File: src/rtl/lpsa_pkg.sv
`timescale 1ns / 1ps

package lpsa_pkg;

  // Table geometry
  localparam int SLOTS = 16;
  localparam int IDX_W = (SLOTS > 1) ? $clog2(SLOTS) : 1;
  localparam int CNT_W = $clog2(SLOTS + 1);

  // Field widths
  localparam int CNT_CFG_W  = 5;
  localparam int HOLD_W     = 16;
  localparam int TICK_W     = 31;
  localparam int LEASE_W    = 16;
  localparam int UID_W      = 16;
  localparam int PRIO_W     = 8;
  localparam int STAMP_W    = 32;
  localparam int CFG_IDX_W  = 2;
  localparam int CFG_DATA_W = 16;

  // Register indexes
  localparam logic [CFG_IDX_W-1:0] CFG_SLOTS_IN_USE = 2'd0;
  localparam logic [CFG_IDX_W-1:0] CFG_MIN_HOLD     = 2'd1;
  localparam logic [CFG_IDX_W-1:0] CFG_STALE        = 2'd2;

  // Register reset values
  localparam logic [CNT_CFG_W-1:0] SLOTS_IN_USE_RST = 5'd16;
  localparam logic [HOLD_W-1:0]    MIN_HOLD_RST     = 16'd0;
  localparam logic [HOLD_W-1:0]    STALE_RST        = 16'd1;

  // Empty-slot stamp, tick saturation and initial scan priority
  localparam logic [TICK_W-1:0]         TICK_MAX   = '1;
  localparam logic signed [STAMP_W-1:0] STAMP_NONE = '1;
  localparam logic [PRIO_W-1:0]         PRIO_TOP   = '1;

  typedef enum logic [1:0] {
    KIND_POLL        = 2'd0,
    KIND_PEEK        = 2'd1,
    KIND_RELEASE     = 2'd2,
    KIND_RELEASE_ALL = 2'd3
  } kind_t;

  typedef struct packed {
    kind_t              kind;
    logic [UID_W-1:0]   user_id;
    logic [PRIO_W-1:0]  priority_req;
    logic [TICK_W-1:0]  game_tick;
    logic [LEASE_W-1:0] lease_ticks;
  } in_req_t;

  typedef struct packed {
    logic granted;
    logic newly_taken;
  } out_rsp_t;

  // Controller to datapath
  typedef struct packed {
    logic load;
    logic step;
    logic commit;
  } lpsa_cmd_t;

  // Datapath to controller
  typedef struct packed {
    logic skip_scan;
    logic scan_done;
  } lpsa_sts_t;

endpackage

File: src/rtl/leased_priority_slot_arbiter.sv
`timescale 1ns / 1ps

// Leased priority slot arbiter.
// Input channel (in_valid / in_stall / in_data) carries one request per
// transaction: poll, peek, release or release-all, with user id, priority,
// current tick and lease length. Result channel (out_valid / out_stall /
// out_data) returns one response per request: granted and newly_taken.
// The cfg_ port writes slots_in_use, min_hold_ticks and stale_ticks; write
// it only while no transaction is in flight.
// Flow: a request is taken, then the slot table is walked one slot per cycle
// (up to the active slot count, stopping early on the caller's own slot or a
// peek hit), then the decide step writes back once the output register is
// free. The walk visits at most 16 slots through a single table read port.
// Release-all and a slot count of zero skip the walk.
// Reset (synchronous, rst_n low) empties every slot and loads the register
// defaults. While the receiver stalls, the response is held in the output
// register; the next request can still be accepted and scanned, and it waits
// for the output register before it commits.
module leased_priority_slot_arbiter (
  input  logic                             clk,
  input  logic                             rst_n,
  input  logic                             cfg_we,
  input  logic [lpsa_pkg::CFG_IDX_W-1:0]   cfg_idx,
  input  logic [lpsa_pkg::CFG_DATA_W-1:0]  cfg_wdata,
  input  logic                             in_valid,
  output logic                             in_stall,
  input  lpsa_pkg::in_req_t                in_data,
  output logic                             out_valid,
  input  logic                             out_stall,
  output lpsa_pkg::out_rsp_t               out_data
);
  import lpsa_pkg::*;

  lpsa_cmd_t cmd;
  lpsa_sts_t sts;

  lpsa_ctrl u_ctrl (
    .clk       (clk),
    .rst_n     (rst_n),
    .in_valid  (in_valid),
    .in_stall  (in_stall),
    .out_valid (out_valid),
    .out_stall (out_stall),
    .sts       (sts),
    .cmd       (cmd)
  );

  lpsa_dp u_dp (
    .clk       (clk),
    .rst_n     (rst_n),
    .cfg_we    (cfg_we),
    .cfg_idx   (cfg_idx),
    .cfg_wdata (cfg_wdata),
    .in_data   (in_data),
    .out_data  (out_data),
    .cmd       (cmd),
    .sts       (sts)
  );

endmodule

File: src/rtl/lpsa_ctrl.sv
`timescale 1ns / 1ps

module lpsa_ctrl (
  input  logic               clk,
  input  logic               rst_n,
  input  logic               in_valid,
  output logic               in_stall,
  output logic               out_valid,
  input  logic               out_stall,
  input  lpsa_pkg::lpsa_sts_t sts,
  output lpsa_pkg::lpsa_cmd_t cmd
);
  import lpsa_pkg::*;

  typedef enum logic [2:0] {
    ST_IDLE   = 3'b001,
    ST_SCAN   = 3'b010,
    ST_DECIDE = 3'b100
  } state_t;

  state_t state_r, state_nxt;
  logic   out_valid_r, out_valid_nxt;
  logic   out_free;

  assign in_stall  = (state_r != ST_IDLE);
  assign out_valid = out_valid_r;
  assign out_free  = !out_valid_r || !out_stall;

  // Sequence one transaction: accept, scan unless skipped, then commit once the output is free
  always_comb begin
    state_nxt  = state_r;
    cmd        = '0;
    unique case (state_r)
      ST_IDLE: begin
        if (in_valid) begin
          cmd.load  = 1'b1;
          state_nxt = sts.skip_scan ? ST_DECIDE : ST_SCAN;
        end
      end
      ST_SCAN: begin
        cmd.step = 1'b1;
        if (sts.scan_done) begin
          state_nxt = ST_DECIDE;
        end
      end
      ST_DECIDE: begin
        if (out_free) begin
          cmd.commit = 1'b1;
          state_nxt  = ST_IDLE;
        end
      end
      default: begin
        state_nxt = ST_IDLE;
      end
    endcase
  end

  // Hold the result until taken
  always_comb begin
    out_valid_nxt = out_valid_r;
    if (cmd.commit) begin
      out_valid_nxt = 1'b1;
    end else if (out_valid_r && !out_stall) begin
      out_valid_nxt = 1'b0;
    end
  end

  always_ff @(posedge clk) begin
    if (!rst_n) begin
      state_r     <= ST_IDLE;
      out_valid_r <= 1'b0;
    end else begin
      state_r     <= state_nxt;
      out_valid_r <= out_valid_nxt;
    end
  end

endmodule

File: src/rtl/lpsa_dp.sv
`timescale 1ns / 1ps

module lpsa_dp (
  input  logic                                clk,
  input  logic                                rst_n,
  input  logic                                cfg_we,
  input  logic [lpsa_pkg::CFG_IDX_W-1:0]      cfg_idx,
  input  logic [lpsa_pkg::CFG_DATA_W-1:0]     cfg_wdata,
  input  lpsa_pkg::in_req_t                   in_data,
  output lpsa_pkg::out_rsp_t                  out_data,
  input  lpsa_pkg::lpsa_cmd_t                 cmd,
  output lpsa_pkg::lpsa_sts_t                 sts
);
  import lpsa_pkg::*;

  // Configuration
  logic [CNT_CFG_W-1:0] slots_in_use_r;
  logic [HOLD_W-1:0]    min_hold_r;
  logic [HOLD_W-1:0]    stale_r;

  // Slot table
  logic [UID_W-1:0]          owner_r [SLOTS];
  logic [PRIO_W-1:0]         prio_r  [SLOTS];
  logic signed [STAMP_W-1:0] taken_r [SLOTS];
  logic signed [STAMP_W-1:0] lease_r [SLOTS];

  // Transaction state
  in_req_t                   req_r;
  logic signed [STAMP_W-1:0] lease_new_r;
  logic [IDX_W-1:0]          idx_r;
  logic                      own_r;
  logic                      hit_r;
  logic                      unused_r;
  logic                      best_v_r;
  logic                      best_empty_r;
  logic [IDX_W-1:0]          best_r;
  logic [PRIO_W-1:0]         minp_r;
  out_rsp_t                  out_r;

  logic [CNT_W-1:0]          act_cnt;
  logic [CNT_W-1:0]          new_cnt;
  logic [TICK_W:0]           lease_sum;
  logic signed [STAMP_W-1:0] lease_new;

  logic [UID_W-1:0]          cur_owner;
  logic [PRIO_W-1:0]         cur_prio;
  logic signed [STAMP_W-1:0] cur_taken;
  logic signed [STAMP_W-1:0] cur_lease;
  logic signed [STAMP_W-1:0] tick32;
  logic signed [STAMP_W:0]   tick33;
  logic signed [STAMP_W:0]   stale_sum;
  logic signed [STAMP_W:0]   hold_sum;
  logic                      is_own;
  logic                      is_empty;
  logic                      lease_past;
  logic                      is_stale;
  logic                      hold_over;
  logic                      c_unused;
  logic                      c_low;
  logic                      peek_hit;
  logic                      last;
  logic                      take;
  out_rsp_t                  rsp;

  // Effective slot counts, current and on a count write
  assign act_cnt = (32'(slots_in_use_r) > SLOTS) ? CNT_W'(SLOTS) : CNT_W'(slots_in_use_r);
  assign new_cnt = (32'(cfg_wdata[CNT_CFG_W-1:0]) > SLOTS) ? CNT_W'(SLOTS)
                                                           : CNT_W'(cfg_wdata[CNT_CFG_W-1:0]);

  // Saturated lease end for a poll
  assign lease_sum = {1'b0, in_data.game_tick} + (TICK_W+1)'(in_data.lease_ticks);
  assign lease_new = lease_sum[TICK_W] ? {1'b0, TICK_MAX} : {1'b0, lease_sum[TICK_W-1:0]};

  // Evaluate the slot under the scan pointer
  assign cur_owner  = owner_r[idx_r];
  assign cur_prio   = prio_r[idx_r];
  assign cur_taken  = taken_r[idx_r];
  assign cur_lease  = lease_r[idx_r];
  assign tick32     = {1'b0, req_r.game_tick};
  assign tick33     = {2'b00, req_r.game_tick};
  assign stale_sum  = {cur_lease[STAMP_W-1], cur_lease} + {(STAMP_W+1-HOLD_W)'(0), stale_r};
  assign hold_sum   = {cur_taken[STAMP_W-1], cur_taken} + {(STAMP_W+1-HOLD_W)'(0), min_hold_r};
  assign is_own     = (cur_owner == req_r.user_id);
  assign is_empty   = (cur_owner == '0);
  assign lease_past = (cur_lease < tick32);
  assign is_stale   = (stale_sum < tick33);
  assign hold_over  = (hold_sum < tick33);
  assign c_unused   = !unused_r && is_empty && lease_past;
  assign c_low      = hold_over && (cur_prio < minp_r);
  assign peek_hit   = is_own || (is_empty && lease_past) || is_stale ||
                      (hold_over && (cur_prio < req_r.priority_req));
  assign last       = ({1'b0, idx_r} + (IDX_W+1)'(1)) >= (IDX_W+1)'(act_cnt);

  always_comb begin
    sts.skip_scan = (in_data.kind == KIND_RELEASE_ALL) || (act_cnt == '0);
    sts.scan_done = last;
    unique case (req_r.kind)
      KIND_POLL, KIND_RELEASE: sts.scan_done = last || is_own;
      KIND_PEEK:               sts.scan_done = last || peek_hit;
      default:                 sts.scan_done = 1'b1;
    endcase
  end

  // Final decision for the transaction
  assign take = (req_r.kind == KIND_POLL) && !own_r && best_v_r &&
                (best_empty_r || (req_r.priority_req > minp_r));

  always_comb begin
    rsp = '0;
    unique case (req_r.kind)
      KIND_POLL: begin
        rsp.granted     = own_r || take;
        rsp.newly_taken = take;
      end
      KIND_PEEK: begin
        rsp.granted = hit_r;
      end
      KIND_RELEASE, KIND_RELEASE_ALL: begin
        rsp = '0;
      end
      default: begin
        rsp = '0;
      end
    endcase
  end

  assign out_data = out_r;

  // Configuration registers
  always_ff @(posedge clk) begin
    if (!rst_n) begin
      slots_in_use_r <= SLOTS_IN_USE_RST;
      min_hold_r     <= MIN_HOLD_RST;
      stale_r        <= STALE_RST;
    end else if (cfg_we) begin
      if (cfg_idx == CFG_SLOTS_IN_USE) begin
        slots_in_use_r <= cfg_wdata[CNT_CFG_W-1:0];
      end
      if (cfg_idx == CFG_MIN_HOLD) begin
        min_hold_r <= cfg_wdata[HOLD_W-1:0];
      end
      if (cfg_idx == CFG_STALE) begin
        stale_r <= cfg_wdata[HOLD_W-1:0];
      end
    end
  end

  // Slot table updates
  always_ff @(posedge clk) begin
    if (!rst_n) begin
      for (int j = 0; j < SLOTS; j++) begin
        owner_r[j] <= '0;
        prio_r[j]  <= '0;
        taken_r[j] <= STAMP_NONE;
        lease_r[j] <= STAMP_NONE;
      end
    end else if (cfg_we && (cfg_idx == CFG_SLOTS_IN_USE)) begin
      // Drop slots beyond the new count
      for (int j = 0; j < SLOTS; j++) begin
        if (j >= int'(new_cnt)) begin
          owner_r[j] <= '0;
          prio_r[j]  <= '0;
          taken_r[j] <= STAMP_NONE;
          lease_r[j] <= STAMP_NONE;
        end
      end
    end else if (cmd.commit && (req_r.kind == KIND_RELEASE_ALL)) begin
      for (int j = 0; j < SLOTS; j++) begin
        owner_r[j] <= '0;
        prio_r[j]  <= '0;
        taken_r[j] <= STAMP_NONE;
        lease_r[j] <= STAMP_NONE;
      end
    end else if (cmd.step) begin
      if (req_r.kind == KIND_POLL) begin
        if (is_own) begin
          // Renew own slot
          prio_r[idx_r]  <= req_r.priority_req;
          lease_r[idx_r] <= lease_new_r;
        end else if (!c_unused && is_stale) begin
          // Clear stale slot
          owner_r[idx_r] <= '0;
          prio_r[idx_r]  <= '0;
          taken_r[idx_r] <= STAMP_NONE;
          lease_r[idx_r] <= STAMP_NONE;
        end
      end else if ((req_r.kind == KIND_RELEASE) && is_own) begin
        owner_r[idx_r] <= '0;
        prio_r[idx_r]  <= '0;
        taken_r[idx_r] <= STAMP_NONE;
        if (cur_lease > tick32) begin
          lease_r[idx_r] <= tick32;
        end
      end
    end else if (cmd.commit && take) begin
      owner_r[best_r] <= req_r.user_id;
      prio_r[best_r]  <= req_r.priority_req;
      taken_r[best_r] <= tick32;
      lease_r[best_r] <= lease_new_r;
    end
  end

  // Scan bookkeeping
  always_ff @(posedge clk) begin
    if (!rst_n) begin
      idx_r        <= '0;
      own_r        <= 1'b0;
      hit_r        <= 1'b0;
      unused_r     <= 1'b0;
      best_v_r     <= 1'b0;
      best_empty_r <= 1'b0;
      best_r       <= '0;
      minp_r       <= PRIO_TOP;
    end else if (cmd.load) begin
      idx_r        <= '0;
      own_r        <= 1'b0;
      hit_r        <= 1'b0;
      unused_r     <= 1'b0;
      best_v_r     <= 1'b0;
      best_empty_r <= 1'b0;
      best_r       <= '0;
      minp_r       <= PRIO_TOP;
    end else if (cmd.step) begin
      idx_r <= idx_r + IDX_W'(1);
      if (req_r.kind == KIND_PEEK) begin
        hit_r <= peek_hit;
      end else if (req_r.kind == KIND_POLL) begin
        if (is_own) begin
          own_r <= 1'b1;
        end else if (c_unused) begin
          unused_r     <= 1'b1;
          minp_r       <= '0;
          best_r       <= idx_r;
          best_v_r     <= 1'b1;
          best_empty_r <= 1'b1;
        end else if (is_stale) begin
          minp_r       <= '0;
          best_r       <= idx_r;
          best_v_r     <= 1'b1;
          best_empty_r <= 1'b1;
        end else if (c_low) begin
          minp_r       <= cur_prio;
          best_r       <= idx_r;
          best_v_r     <= 1'b1;
          best_empty_r <= is_empty;
        end
      end
    end
  end

  // Request and result registers
  always_ff @(posedge clk) begin
    if (cmd.load) begin
      req_r       <= in_data;
      lease_new_r <= lease_new;
    end
    if (cmd.commit) begin
      out_r <= rsp;
    end
  end

endmodule
File: config.mk
export PLATFORM = sky130hd
export DESIGN_NAME = leased_priority_slot_arbiter
export DESIGN_NICKNAME = d
export VERILOG_FILES = /design/src/rtl/lpsa_pkg.sv /design/src/rtl/leased_priority_slot_arbiter.sv /design/src/rtl/lpsa_ctrl.sv /design/src/rtl/lpsa_dp.sv
export SDC_FILE = /design/constraint.sdc
export NUM_CORES = 2
export LEC_CHECK = 0
export ABC_CLOCK_PERIOD_IN_PS = 21000
export BUFFER_PORTS_ARGS = -buffer_cell sky130_fd_sc_hd__buf_4
export CORE_ASPECT_RATIO = 0.5
export CORE_MARGIN = 4
export CORE_UTILIZATION = 65
export CTS_BUF_LIST = sky130_fd_sc_hd__clkbuf_16
export DETAILED_ROUTE_END_ITERATION = 10
export HOLD_SLACK_MARGIN = 0.12
export PLACE_DENSITY = 0.81
export RECOVER_POWER = 100
export SYNTH_ARGS = -nofsm -noshare
export SYNTH_HDL_FRONTEND = slang
export SYNTH_SLANG_ARGS = --single-unit
File: constraint.sdc
create_clock -name clk -period 21 [get_ports clk]
set_clock_uncertainty 0.1 [all_clocks]
set_input_delay 1.05 -clock clk [delete_from_list [all_inputs] [get_ports clk]]
set_output_delay 1.05 -clock clk [all_outputs]
set_load 0.01 [all_outputs]
==> impl_metrics.py <==
metrics = {
    "cells_and_area": {
        "fin_nets": 5598,
        "final_util": 0.709,
        "final_area_um2": 82300,
        "n_fill_cell": 7436,
        "drive_gt1_frac": 0.145,
        "seqCellArea_um2": 46300,
        "multi_input_area_um2": 27700,
        "fin_cells": 7020,
        "area_delta_synth_final_pct": 7.43,
    },
    "status": {
        "violations": "max-capacitance violations, max-slew violations",
        "outcome": "finished with violations",
    },
    "timing": {
        "hold_violations": 0,
        "tightest_slew_ps": 3770,
        "drv_slew": 1645,
        "tns_ps": 0,
        "rsz0062_at_grt": "false",
        "fin_crit_ps": 15030,
        "period_share": 0.716,
        "max_freq_mhz": 66.5,
        "setup_viol": 0,
        "slew_headroom": -1.53,
    },
    "synthesis": {
        "synth-xor-area-share": 0.0108,
        "synthAdderAreaFrac": 0.0281,
        "synth-edff-count": 1498,
        "ys_types": 96,
        "syn_area_um2": 76600,
        "netlist_instances": 5485,
        "avgSynthCellArea_um2": 14.0,
        "synth_compound_area_frac": 0.102,
        "async_flop_share": 0,
        "synthSimpleGateAreaFrac": 0.0938,
        "ys_seq_elements": 1564,
        "synth_mux_area_frac": 0.124,
        "yosysWarningCount": 0,
        "synth_ff_type": "edfxtp_1",
        "ys_seq_area_frac": 0.605,
        "synth_top_family_by_area": "multiplexers",
        "syn-num-nets": 5751,
    },
    "floorplan": {
        "core_um2": 116000,
        "die_w_um": 493,
        "chipHeight_um": 251,
        "io_pins": 100,
        "start_util": 0.660,
        "die_area_um2": 124000,
        "num_rows": 88,
    },
    "setup_path": {
        "reg2reg_slack_ps": 5970,
        "crit_path_max_fanout": 48,
        "crit_required_ps": 21300,
        "crit_type": "reg2reg",
        "arrival_ps": 15330,
        "crit_path_start_kind": "flop",
        "endpoint_kind": "flop",
    },
    "global_route": {
        "grt.overflow.total": 0,
        "antenna_found_initial": 7,
        "grt_pass1_wl_mm": 336,
        "grt_max_degree": 137,
        "grt_pass1_vias": 51500,
        "grt.total_usage": 0.371,
    },
    "min_path": {
        "hold_path.class": "reg2reg",
    },
    "cts": {
        "clk_path_buf_depth": 3,
        "cts-root-buf": "clkbuf_16",
        "cts_tree": "done",
        "clk_pin_slew_ps": 70,
        "cts_hold_buffers": 0,
        "cts_resized": 0,
        "clk_latency_ps": 800,
        "numCtsBuffers": 137,
        "cts_htree_levels": 4,
        "clock_sinks": 1564,
        "cts_setup_buffers": 0,
    },
    "placement": {
        "gp_congestion": 0.949,
        "portBuffers": 99,
        "placed_cells": 6768,
        "hpwl_mm": 132,
        "post_dp_cell_area_um2": 78500,
    },
    "route": {
        "remaining_drc_errors": 0,
        "first_iter_violations": 9450,
        "wl_per_cell_um": 32.8,
        "ant_nets": 0,
        "wl_mm": 230,
        "viasPerCell": 7.39,
        "via_count": 51900,
        "drtPass1Iterations": 7,
    },
    "power": {
        "leakage_uw": 0.0227,
        "total_power_uw": 6600,
        "p_per_area_nw_per_um2": 80.2,
        "ir_drop_mv": 0.0824,
    },
    "run": {
        "maxCapViolCount": 43,
    },
}
synthesized netlist by cell type, drive strengths merged, types with 88 or more instances:
library cell	instances	area [µm²]
o22a	496	4340
buf	166	1050
ha	167	2090
a21oi	93	465
mux2i	88	881
clkbuf	371	1390
nand2	709	2660
o21ai	135	691
mux4	375	8500
edfxtp	1498	45000
and2	268	1680
nor2	261	982
worst paths after layout:
| check | start | depth (start not counted) | end |
|---|---|---|---|
| max | flop | 22 | u_dp.taken_r[6][25] |
| min reg2reg | u_dp.best_v_r | 2 | u_dp.best_v_r |
| min | u_dp.best_v_r | 2 | u_dp.best_v_r |
| max reg2reg | flop | 22 | u_dp.taken_r[6][25] |
cells in the final DEF, fill, tap and decap left out, types with 18 or more instances in the layout:
| cell type | instances |
|---|---|
| a31oi_1 | 18 |
| ha_1 | 167 |
| clkinv_1 | 58 |
| o21a_1 | 25 |
| nor2b_1 | 26 |
| buf_4 | 127 |
| nor4_1 | 19 |
| dfxtp_1 | 63 |
| xor2_1 | 27 |
| clkbuf_16 | 139 |
| a22oi_1 | 28 |
| o22a_1 | 496 |
| a21boi_0 | 38 |
| mux2i_1 | 88 |
| nor3_1 | 45 |
| nand3_1 | 52 |
| nand2_1 | 709 |
| a21oi_1 | 93 |
| or2_2 | 18 |
| mux4_2 | 361 |
| o21ai_4 | 18 |
| nand2b_1 | 31 |
| and2_1 | 106 |
| clkbuf_1 | 88 |
| clkinv_2 | 23 |
| nor2_1 | 253 |
| inv_1 | 93 |
| edfxtp_1 | 1498 |
| nand4_1 | 27 |
| xnor2_1 | 67 |
| a21o_1 | 34 |
| clkbuf_4 | 27 |
| o21ai_0 | 114 |
| and2_0 | 162 |
flip-flops by register name (all words and copies together), names as in the netlist, 2 cells and up, named ones only:
signal and flops:
u_dp.taken_r 512, u_dp.out_data 2, u_dp.best_r 4, u_ctrl.state_r 3, u_dp.lease_r 512, u_dp.idx_r 4, u_dp.prio_r 128, u_dp.lease_new_r 31
u_dp.minp_r 8, u_dp.slots_in_use_r 5, u_dp.min_hold_r 16, u_dp.req_r 57, u_dp.stale_r 16, u_dp.owner_r 256
where the power goes:
group,switching (µW),internal (µW)
logic,335,152
clock network,1190,1340
registers,98.4,3480
total,1630,4970
routing by layer:
| metal | vias up | share of wire | GRT usage |
|---|---|---|---|
| met5 | - | 0.000056 | 0 |
| met4 | 2 | 0.048 | 0.159 |
| met3 | 750 | 0.17 | 0.124 |
| met2 | 4786 | 0.44 | 0.547 |
| met1 | 25600 | 0.34 | 0.510 |
| li1 | 20700 | - | - |
critical path, stage by stage, from the launching register on:
cell	delay (ps)
dfxtp_1	1980
clkbuf_1	2370
clkbuf_1	2250
mux4_2	550
a22oi_1	90
o21ai_0	350
nand3_2	260
or2_2	360
nor2_1	230
nand2_1	110
xnor2_1	160
ha_1	340
a21o_1	190
a21oi_1	150
o21ai_0	140
nor2_1	130
o2111a_1	240
o22ai_1	90
and3b_1	240
nor2_1	1080
a31oi_1	1660
o21ai_4	550
buf_4	730
stage by stage:
step / setup slack [ps] / hold WS [ps]
after global placement: 10380 / 339
final: 5970 / 359
after global routing: 4840 / 348
after CTS: 10180 / 286
after floorplan: 9540 / 332
after detailed placement: 10230 / 350
layout make-up:
type | instances | area share
diodes | 2 | 0.0000608
flip-flops and latches | 1564 | 0.563
clock buffers | 139 | 0.0423
repair buffers | 245 | 0.0188
clock inverters | 111 | 0.0108
multi-input cells | 3285 | 0.336
well taps | 1575 | 0.0240
inverters | 99 | 0.00456
logic make-up after synthesis:
| kind of cell | after synthesis |
|---|---|
| buf+inv | 636 |
| simple gates | 1537 |
| flops | 1564 |
| compound gates | 1008 |
| xor+xnor | 94 |
| mux | 476 |
| fa+ha+maj | 170 |
No activity file was read; power rests on OpenSTA's default activity.
